**src/design/nsa_pkg.sv**
```systemverilog
// shared types, codes and helpers for the note slot allocator
`timescale 1ns / 1ps
`default_nettype none
package nsa_pkg;

	localparam int SLOT_COUNT_DEF = 16;

	typedef enum logic [2:0] {
		KIND_ALLOC   = 3'd0,
		KIND_RELEASE = 3'd1,
		KIND_REL_ALL = 3'd2,
		KIND_ADVANCE = 3'd3,
		KIND_SET     = 3'd4
	} kind_t;

	localparam logic [1:0] ST_OK       = 2'd0;
	localparam logic [1:0] ST_ZERO_VEL = 2'd1;
	localparam logic [1:0] ST_FULL     = 2'd2;

	localparam logic signed [31:0] TIME_UNSET = -32'sd1;
	localparam logic signed [31:0] TIME_MAX   = 32'sh7FFF_FFFF;

	typedef struct packed {
		logic [15:0]        vel;
		logic signed [31:0] t_start;
		logic signed [31:0] t_stop;
	} entry_t;

	localparam entry_t ENTRY_RESET = '{vel: 16'd0, t_start: TIME_UNSET, t_stop: TIME_UNSET};

	typedef struct packed {
		logic rd_en;
		logic wr_en;
		logic clr_one;
		logic clr_all;
	} tab_ctl_t;

	// t is known to be non-negative here
	function automatic logic signed [31:0] sat_add(input logic signed [31:0] t,
			input logic [15:0] step);
		logic [32:0] sum;
		sum = {1'b0, t} + {17'd0, step};
		if (sum[32] || sum[31]) begin
			return TIME_MAX;
		end
		return signed'(sum[31:0]);
	endfunction

endpackage
`default_nettype wire

```
**src/design/nsa_slot_tab.sv**
```systemverilog
// slot table: synchronous memory with separate read and write ports and per-entry valid bits
`timescale 1ns / 1ps
`default_nettype none
module nsa_slot_tab #(
	parameter int SLOT_COUNT = nsa_pkg::SLOT_COUNT_DEF,
	parameter int AW = 4
) (
	input  wire logic              clk,
	input  wire logic              arst_n,
	input  wire nsa_pkg::tab_ctl_t ctl,
	input  wire logic [AW-1:0]     rd_addr,
	input  wire logic [AW-1:0]     wr_addr,
	input  wire nsa_pkg::entry_t   wr_data,
	output nsa_pkg::entry_t        rd_ent
);
	import nsa_pkg::*;

	entry_t                  mem_q [SLOT_COUNT];
	logic [SLOT_COUNT-1:0]   valid_q;
	entry_t                  rd_s1;
	logic                    rd_valid_s1;

	always_ff @(posedge clk) begin
		if (ctl.wr_en) begin
			mem_q[wr_addr] <= wr_data;
		end
		if (ctl.rd_en) begin
			rd_s1 <= mem_q[rd_addr];
		end
	end

	always_ff @(posedge clk or negedge arst_n) begin
		if (!arst_n) begin
			valid_q     <= '0;
			rd_valid_s1 <= 1'b0;
		end else begin
			if (ctl.clr_all) begin
				valid_q <= '0;
			end else if (ctl.wr_en) begin
				valid_q[wr_addr] <= 1'b1;
			end else if (ctl.clr_one) begin
				valid_q[wr_addr] <= 1'b0;
			end
			if (ctl.rd_en) begin
				rd_valid_s1 <= valid_q[rd_addr];
			end
		end
	end

	// entries never written since reset or release read as cleared
	assign rd_ent = rd_valid_s1 ? rd_s1 : ENTRY_RESET;

endmodule
`default_nettype wire

```
**src/design/note_slot_allocator.sv**
```systemverilog
// note slot allocator: first-free slot claim, release, release all, time set and time advance over a slot table
// release all, rejected allocates, out-of-range release/set and no-op commands: done in the cycle after accept
// release and set times: one table read of the given slot, then the write-back and done
// allocate: walks the table one slot a cycle from slot 0 and claims the first free slot
// advance: walks every slot, one slot per cycle
// reset clears all valid bits at once, so the table reads as cleared with no sweep
`timescale 1ns / 1ps
`default_nettype none
module note_slot_allocator #(
	parameter int SLOT_COUNT = nsa_pkg::SLOT_COUNT_DEF
) (
	input  wire logic        clk,
	input  wire logic        arst_n,
	input  wire logic        start,
	output logic             busy,
	input  wire logic [2:0]  kind,
	input  wire logic [15:0] velocity,
	input  wire logic [3:0]  slot,
	input  wire logic [15:0] tick_step,
	input  wire logic signed [31:0] start_time,
	input  wire logic signed [31:0] stop_time,
	output logic             done,
	output logic [1:0]       status,
	output logic [3:0]       slot_given,
	output logic [4:0]       active_count
);
	import nsa_pkg::*;

	localparam int AW = (SLOT_COUNT > 1) ? $clog2(SLOT_COUNT) : 1;
	localparam int CW = $clog2(SLOT_COUNT + 1);
	localparam logic [AW-1:0] LAST_ADDR = AW'(SLOT_COUNT - 1);
	localparam logic [CW-1:0] FULL_CNT  = CW'(SLOT_COUNT);

	typedef enum logic [1:0] {
		S_IDLE = 2'b01,
		S_RUN  = 2'b10
	} state_t;

	state_t          state_q, state_d;
	kind_t           kind_q;
	logic [15:0]     vel_q;
	logic [15:0]     tstep_q;
	logic signed [31:0] tstart_q, tstop_q;
	logic [AW-1:0]   addr_q, addr_d;
	logic            issue_q, issue_d;
	logic            single_q, single_d;
	logic            rd_vld_s1;
	logic [AW-1:0]   addr_s1;
	logic [CW-1:0]   total_q, total_d;
	logic            done_q, done_d;
	logic [1:0]      status_q, status_d;
	logic [3:0]      given_q, given_d;
	logic            accept, finish, in_range;
	tab_ctl_t        ctl;
	entry_t          wr_data, rd_ent;

	assign busy     = (state_q == S_RUN);
	assign accept   = start && !busy;
	assign in_range = (9'(slot) < 9'(SLOT_COUNT));

	nsa_slot_tab #(
		.SLOT_COUNT(SLOT_COUNT),
		.AW(AW)
	) u_tab (
		.clk(clk),
		.arst_n(arst_n),
		.ctl(ctl),
		.rd_addr(addr_q),
		.wr_addr(addr_s1),
		.wr_data(wr_data),
		.rd_ent(rd_ent)
	);

	always_comb begin
		state_d  = state_q;
		total_d  = total_q;
		done_d   = 1'b0;
		status_d = status_q;
		given_d  = given_q;
		addr_d   = addr_q;
		issue_d  = issue_q;
		single_d = single_q;
		finish   = 1'b0;
		ctl      = '0;
		wr_data  = rd_ent;
		unique case (state_q)
			S_IDLE: begin
				if (accept) begin
					status_d = ST_OK;
					given_d  = 4'd0;
					addr_d   = '0;
					issue_d  = 1'b1;
					single_d = 1'b0;
					unique case (kind_t'(kind))
						KIND_ALLOC: begin
							if (velocity == 16'd0) begin
								status_d = ST_ZERO_VEL;
								done_d   = 1'b1;
							end else if (total_q >= FULL_CNT) begin
								status_d = ST_FULL;
								done_d   = 1'b1;
							end else begin
								state_d = S_RUN;
							end
						end
						KIND_RELEASE, KIND_SET: begin
							if (in_range) begin
								state_d  = S_RUN;
								single_d = 1'b1;
								addr_d   = AW'(slot);
							end else begin
								done_d = 1'b1;
							end
						end
						KIND_REL_ALL: begin
							ctl.clr_all = 1'b1;
							total_d     = '0;
							done_d      = 1'b1;
						end
						KIND_ADVANCE: begin
							state_d = S_RUN;
						end
						default: begin
							done_d = 1'b1;
						end
					endcase
				end
			end
			S_RUN: begin
				ctl.rd_en = issue_q;
				if (issue_q) begin
					if (single_q || addr_q == LAST_ADDR) begin
						issue_d = 1'b0;
					end else begin
						addr_d = addr_q + 1'b1;
					end
				end
				if (rd_vld_s1) begin
					unique case (kind_q)
						KIND_ALLOC: begin
							if (rd_ent.vel == 16'd0) begin
								ctl.wr_en   = 1'b1;
								wr_data.vel = vel_q;
								total_d     = total_q + 1'b1;
								given_d     = 4'(addr_s1);
								finish      = 1'b1;
							end else if (addr_s1 == LAST_ADDR) begin
								status_d = ST_FULL;
								finish   = 1'b1;
							end
						end
						KIND_RELEASE: begin
							if (rd_ent.vel != 16'd0 && total_q != '0) begin
								total_d = total_q - 1'b1;
							end
							ctl.clr_one = 1'b1;
							finish      = 1'b1;
						end
						KIND_ADVANCE: begin
							if (rd_ent.vel != 16'd0 && !rd_ent.t_start[31]) begin
								ctl.wr_en       = 1'b1;
								wr_data.t_start = sat_add(rd_ent.t_start, tstep_q);
								if (!rd_ent.t_stop[31]) begin
									wr_data.t_stop = sat_add(rd_ent.t_stop, tstep_q);
								end
							end
							if (addr_s1 == LAST_ADDR) begin
								finish = 1'b1;
							end
						end
						KIND_SET: begin
							ctl.wr_en       = 1'b1;
							wr_data.t_start = tstart_q;
							wr_data.t_stop  = tstop_q;
							finish          = 1'b1;
						end
						default: begin
							finish = 1'b1;
						end
					endcase
				end
				if (finish) begin
					state_d = S_IDLE;
					done_d  = 1'b1;
					issue_d = 1'b0;
				end
			end
			default: begin
				state_d = S_IDLE;
			end
		endcase
	end

	always_ff @(posedge clk or negedge arst_n) begin
		if (!arst_n) begin
			state_q   <= S_IDLE;
			issue_q   <= 1'b0;
			single_q  <= 1'b0;
			rd_vld_s1 <= 1'b0;
			total_q   <= '0;
			done_q    <= 1'b0;
			status_q  <= ST_OK;
			given_q   <= 4'd0;
		end else begin
			state_q   <= state_d;
			issue_q   <= issue_d;
			single_q  <= single_d;
			rd_vld_s1 <= (state_q == S_RUN) && issue_q && !finish;
			total_q   <= total_d;
			done_q    <= done_d;
			status_q  <= status_d;
			given_q   <= given_d;
		end
	end

	always_ff @(posedge clk) begin
		addr_q  <= addr_d;
		addr_s1 <= addr_q;
		if (accept) begin
			kind_q   <= kind_t'(kind);
			vel_q    <= velocity;
			tstep_q  <= tick_step;
			tstart_q <= start_time;
			tstop_q  <= stop_time;
		end
	end

	assign done         = done_q;
	assign status       = status_q;
	assign slot_given   = given_q;
	assign active_count = 5'(total_q);

endmodule
`default_nettype wire
```
**config.mk**
```make
export PLATFORM = sky130hd
export DESIGN_NAME = note_slot_allocator
export DESIGN_NICKNAME = d
export VERILOG_FILES = /design/src/design/nsa_pkg.sv /design/src/design/nsa_slot_tab.sv /design/src/design/note_slot_allocator.sv
export SDC_FILE = /design/constraint.sdc
export NUM_CORES = 1
export LEC_CHECK = 0
export CORE_MARGIN = 4
export CORE_UTILIZATION = 49
export CTS_BUF_LIST = sky130_fd_sc_hd__clkbuf_8
export CTS_CLUSTER_SIZE = 12
export DETAILED_ROUTE_END_ITERATION = 16
export DONT_BUFFER_PORTS = 1
export GPL_ROUTABILITY_DRIVEN = 0
export PLACE_DENSITY = 0.73
export SLEW_MARGIN = 20
export SYNTH_ARGS = -nofsm -noshare
export SYNTH_HDL_FRONTEND = slang
export SYNTH_HIERARCHICAL = 1
export SYNTH_SLANG_ARGS = --single-unit
```
**constraint.sdc**
```tcl
create_clock -name clk -period 5.8 [get_ports clk]
set_clock_uncertainty 0.05 [all_clocks]
set_input_delay 1.16 -clock clk [delete_from_list [all_inputs] [get_ports clk]]
set_output_delay 1.16 -clock clk [all_outputs]
set_load 0.02 [all_outputs]
```
# Word-level counts from Yosys, hierarchy flattened
# Memory sizes are Yosys's and may differ from the RTL's. A register that Yosys moved wholly into a read port is not among the register bits.
# Cells that the tools add are included.
# totals
memories,1
in_bits,106
output_inout_bits,13
ff_bits,141
mem_bits_rw,1280
wordCells,177
# op_classes
reduce_logical,29
n_addsub,5
eq_ne,27
bitwise,3
mux,91
n_lt_le_gt_ge,4
# memory_table
memory,depth,word_bits,rd,rd_ports_with_merged_regs,wr,line_no,text
u_tab.mem_q,16,80,1,1,1,nsa_slot_tab.sv:18,entry_t mem_q [SLOT_COUNT];
# ops
op,n
2-to-1 mux 80 bit,3
2-to-1 mux 32 bit,5
one-hot mux 64 bit (2 select lines),1
2-to-1 mux 16 bit,5
adder 32 x 16 -> 33 bit,2
2-to-1 mux 64 bit,1
2-to-1 mux 1 bit,35
zero test 16 bit,2
2-to-1 mux 4 bit,8
2-to-1 mux 2 bit,13
2-to-1 mux 5 bit,5
one-hot mux 5 bit (2 select lines),2
bitwise AND 16 bit,1
inverter 16 bit,1
OR 16 bit,1
one-hot mux 4 bit (2 select lines),2
nonzero test 16 bit,1
inequality test 2 x 1 -> 1 bit (second input constant),7
inequality test 3 bit (second input constant),4
one-hot mux 2 bit (2 select lines),3
less-than comparator 4 x 5 -> 1 bit (second input constant),2
AND reduction 5 bit,2
equality test 3 x 2 -> 1 bit (second input constant),3
equality test 4 bit (second input constant),2
other kinds (30),48

# Depth between registers and ports, before layout
# depth
word_depth,15
mapped_depth,11
ltp_nobuf,10

# Hierarchy
# The synthesis kept the hierarchy.
# modules_own_cells
mod,seq_area_each_um2,cells_per_inst,area_per_inst_um2,instances
nsa_slot_tab,41264.6,2049,51851.0,1
note_slot_allocator,3599.7,881,8524.4,1

# Worst setup path before layout
# No wires, ideal clock.
# synth_path
path_kind,reg2reg
from,register state_q[0]
to,register u_tab.valid_q[10]
slack_ps,1297
required_time_ps,5614
stages_incl_launch_ff,12
path_buffers,3
setup_ps,136
arrival_time_ps,4317
synth_period_minus_slack_ps,4503
cell_sequence,dfstp_2 inv_1 ha_1 clkbuf_1 inv_1 nand2_1 inv_1 nand2_1 nor2_1 buf_1 clkbuf_1 a21oi_1
# synth_lines
item,line_no,text
start: declaration,note_slot_allocator.sv:39,"state_t state_q, state_d;"
start signal: assignment,note_slot_allocator.sv:205,state_q <= state_d;
end signal: assignment,nsa_slot_tab.sv:34,valid_q <= '0;
end signal: assignment,nsa_slot_tab.sv:38,valid_q <= '0;
end signal: indexed assignment,nsa_slot_tab.sv:40,valid_q[wr_addr] <= 1'b1;
end: declaration,nsa_slot_tab.sv:19,logic [SLOT_COUNT-1:0] valid_q;

==> flow_summary.json <==
{
  "worst-path-buf-inv": 3,
  "io_buffers": 0,
  "cts_root_cell": "clkbuf_8",
  "dp_slack_ps": 1632,
  "grt_start_max_net_pins": 76,
  "clock_sinks": 351,
  "unrepaired_setup_endpoints_after_global_routing": "false",
  "placed_cells_incl_taps": 1096,
  "worst_r2r_startpoint": "u_tab/rd_valid_s1$_DFFE_PN0P_",
  "layoutNonFillerInstCount": 1196,
  "crit_arrival_ps": 4450,
  "final.hold.worst_slack_ps": 214.4,
  "cts.path.max_buffers": 3,
  "cp_data_required_time_ps": 5970,
  "clock_tree_from_tritoncts": "yes",
  "worst-r2r-setup-slack_ps": 1520,
  "run_status": "complete, no violations",
  "layout_commonest_cell": "edfxtp_1",
  "vias_per_cell": 6.016,
  "time_the_worst_path_needs_with_i_o_delays_and_setup_ps": 4281,
  "clk_pin_slew_ps": 70,
  "cell_repeated_most_along_the_worst_path": "inv_1",
  "cts_resized": 0,
  "critical_path.reg2reg.endpoint": "u_tab/mem_q[3][67]$_DFFE_PP_",
  "power.leakage_nw": 5.432,
  "detailed_route_wl_um": 30110,
  "number_of_buffers_inserted_during_clock_tree_synthesis": 54,
  "count_of_mapped_cells_out_of_synthesis": 752,
  "grt_first_pass_wirelength_um": 44950,
  "grt_pass1_vias": 7383,
  "wl_per_cell_um": 25.17,
  "dp_hpwl_um": 16590,
  "cts_setup_buffers": 0,
  "tightestPinTransition_ps": 1070,
  "die-width_um": 177.6,
  "min_setup_slack_post_route_ps": 1519,
  "fin_tns_setup_ps": 0,
  "slew_headroom_pct": 27.98,
  "worst-path-max-fanout": 18,
  "area_overhead_vs_synth_pct": 9.593,
  "worstRegToRegCells": 10,
  "hold_buffer_count_at_cts": 0,
  "layout-drive-gt1-share_pct": 22.92,
  "critical-path-max-stage-delay_ps": 910,
  "timing.hold.worst.class": "primary input to async pin",
  "drt_first_iter_violations": 755,
  "grt_overflow": 0,
  "grt_antenna_before_repair": 0,
  "core_area_mm2": 0.02809,
  "fmax_mhz": 233.6,
  "max_cap_viol_count": 0,
  "starting_density_of_the_core_pct": 50.16,
  "final_max_slew_viol_count": 0,
  "detailroute.via_count": 7195,
  "critical_path.cell_chain": "and2_1, nor4_1, nand4_1, inv_1, o21ai_0, a21oi_1, and3_1, nand3_1, inv_1, buf_4",
  "worstSetupEndpointType": "flip-flop",
  "irDropWorstVdd_mv": 0.2648,
  "crit_slowest_cell": "nor4_1",
  "total_drc_errors_in_the_routed_layout": 0,
  "postSynthNetCount": 865,
  "timing.setup.critical_path_class": "flip-flop to flip-flop",
  "die-area_mm2": 0.03153,
  "synthesis.area_per_instance_um2": 18.73,
  "element_type_at_the_critical_path_start": "flip-flop",
  "track_usage_pct": 19.39,
  "cp_top_family": "simple AND/OR/NAND/NOR gates",
  "report.final.hold_viol_count": 0,
  "detailedRoute.firstPassIterationCount": 5,
  "final_antenna_net_count": 0,
  "mostFrequentLayoutCells": "edfxtp_1, mux4_2, clkbuf_8, nand2_1, inv_1",
  "synthesis.area_mm2": 0.01409,
  "p_per_area_mw_per_mm2": 409.7,
  "clk-insertion-delay-late_ps": 580,
  "design.final.nets": 887,
  "synthesis.yosys.warnings": 6,
  "io-pin-count": 119,
  "die_h_um": 177.6,
  "final_min_period_over_clock_period_pct": 73.81,
  "setup_violations": 0,
  "h_tree_levels": 2,
  "core.rowCount": 61
}
-- worst reg2reg max path, cell delays in order (launching register included) --
cell     delay [ps]
dfrtp_1         660
and2_1          300
nor4_1          910
nand4_1         480
inv_1           190
o21ai_0         100
a21oi_1         330
and3_1          320
nand3_1         140
inv_1            90
buf_4           360
-- through the flow --
stage,instance area [um2],power (mW),util [%]
final,15440,6.326,54.97
after global routing,15430,6.616,54.95
after CTS,15420,6.369,54.91
after detailed placement,14450,4.542,51.45
after global placement,14450,4.466,51.45
after floorplan,14090,4.258,-
-- routing by layer --
| metal | up-vias | wire length [um] | part of all wire [%] | global-route usage [%] |
|---|---|---|---|---|
| met5 | - | 0 | 0 | 0 |
| met1 | 3777 | 11990 | 40 | 26.64 |
| li1 | 3028 | - | - | - |
| met2 | 337 | 14920 | 50 | 32.10 |
| met3 | 53 | 2551 | 8.5 | 3.984 |
| met4 | 0 | 646 | 2.1 | 5.253 |
-- power by group --
group / switching, mW / internal (mW)
Combinational: 0.702 / 0.554
Sequential: 0.148 / 3.09
Clock: 0.908 / 0.924
-- worst max path at each step --
stage / start / to / slack (ps) / cells after the start
2_1_floorplan: u_tab/rd_valid_s1$_DFFE_PN0P_ / u_tab/mem_q[3][63]$_DFFE_PP_ / 3050 / 10
6_report: u_tab/rd_valid_s1$_DFFE_PN0P_ / u_tab/mem_q[3][67]$_DFFE_PP_ / 1520 / 10
4_1_cts: u_tab/rd_valid_s1$_DFFE_PN0P_ / u_tab/mem_q[3][65]$_DFFE_PP_ / 1600 / 10
3_3_place_gp: u_tab/rd_valid_s1$_DFFE_PN0P_ / u_tab/mem_q[3][77]$_DFFE_PP_ / 1730 / 10
3_5_place_dp: u_tab/rd_valid_s1$_DFFE_PN0P_ / u_tab/mem_q[3][77]$_DFFE_PP_ / 1630 / 10
5_1_grt: u_tab/rd_valid_s1$_DFFE_PN0P_ / u_tab/mem_q[3][64]$_DFFE_PP_ / 1410 / 10
-- registers in the layout, indices dropped and copies added (netlist names) --
signal / flops
active_count: 5
issue_q: 1
single_q: 1
state_q: 2
rd_vld_s1: 1
u_tab/valid_q: 16
kind_q: 3
done: 1
u_tab/rd_s1: 17
status: 2
addr_s1: 4
addr_q: 4
slot_given: 4
vel_q: 16
u_tab/rd_valid_s1: 1
tstart_q: 1
u_tab/mem_q: 272
-- final cells by class --
class	instances	area [um2]
fill	2132	12650
sequential	351	10330
multi-input combinational	320	3382
clock buffer	58	798.3
tap	378	473.0
timing repair buffer	22	181.4
clock inverter	40	173.9
inverter	25	93.84
antenna	2	5.005
Note: power is estimated with default switching activity, not from simulation.
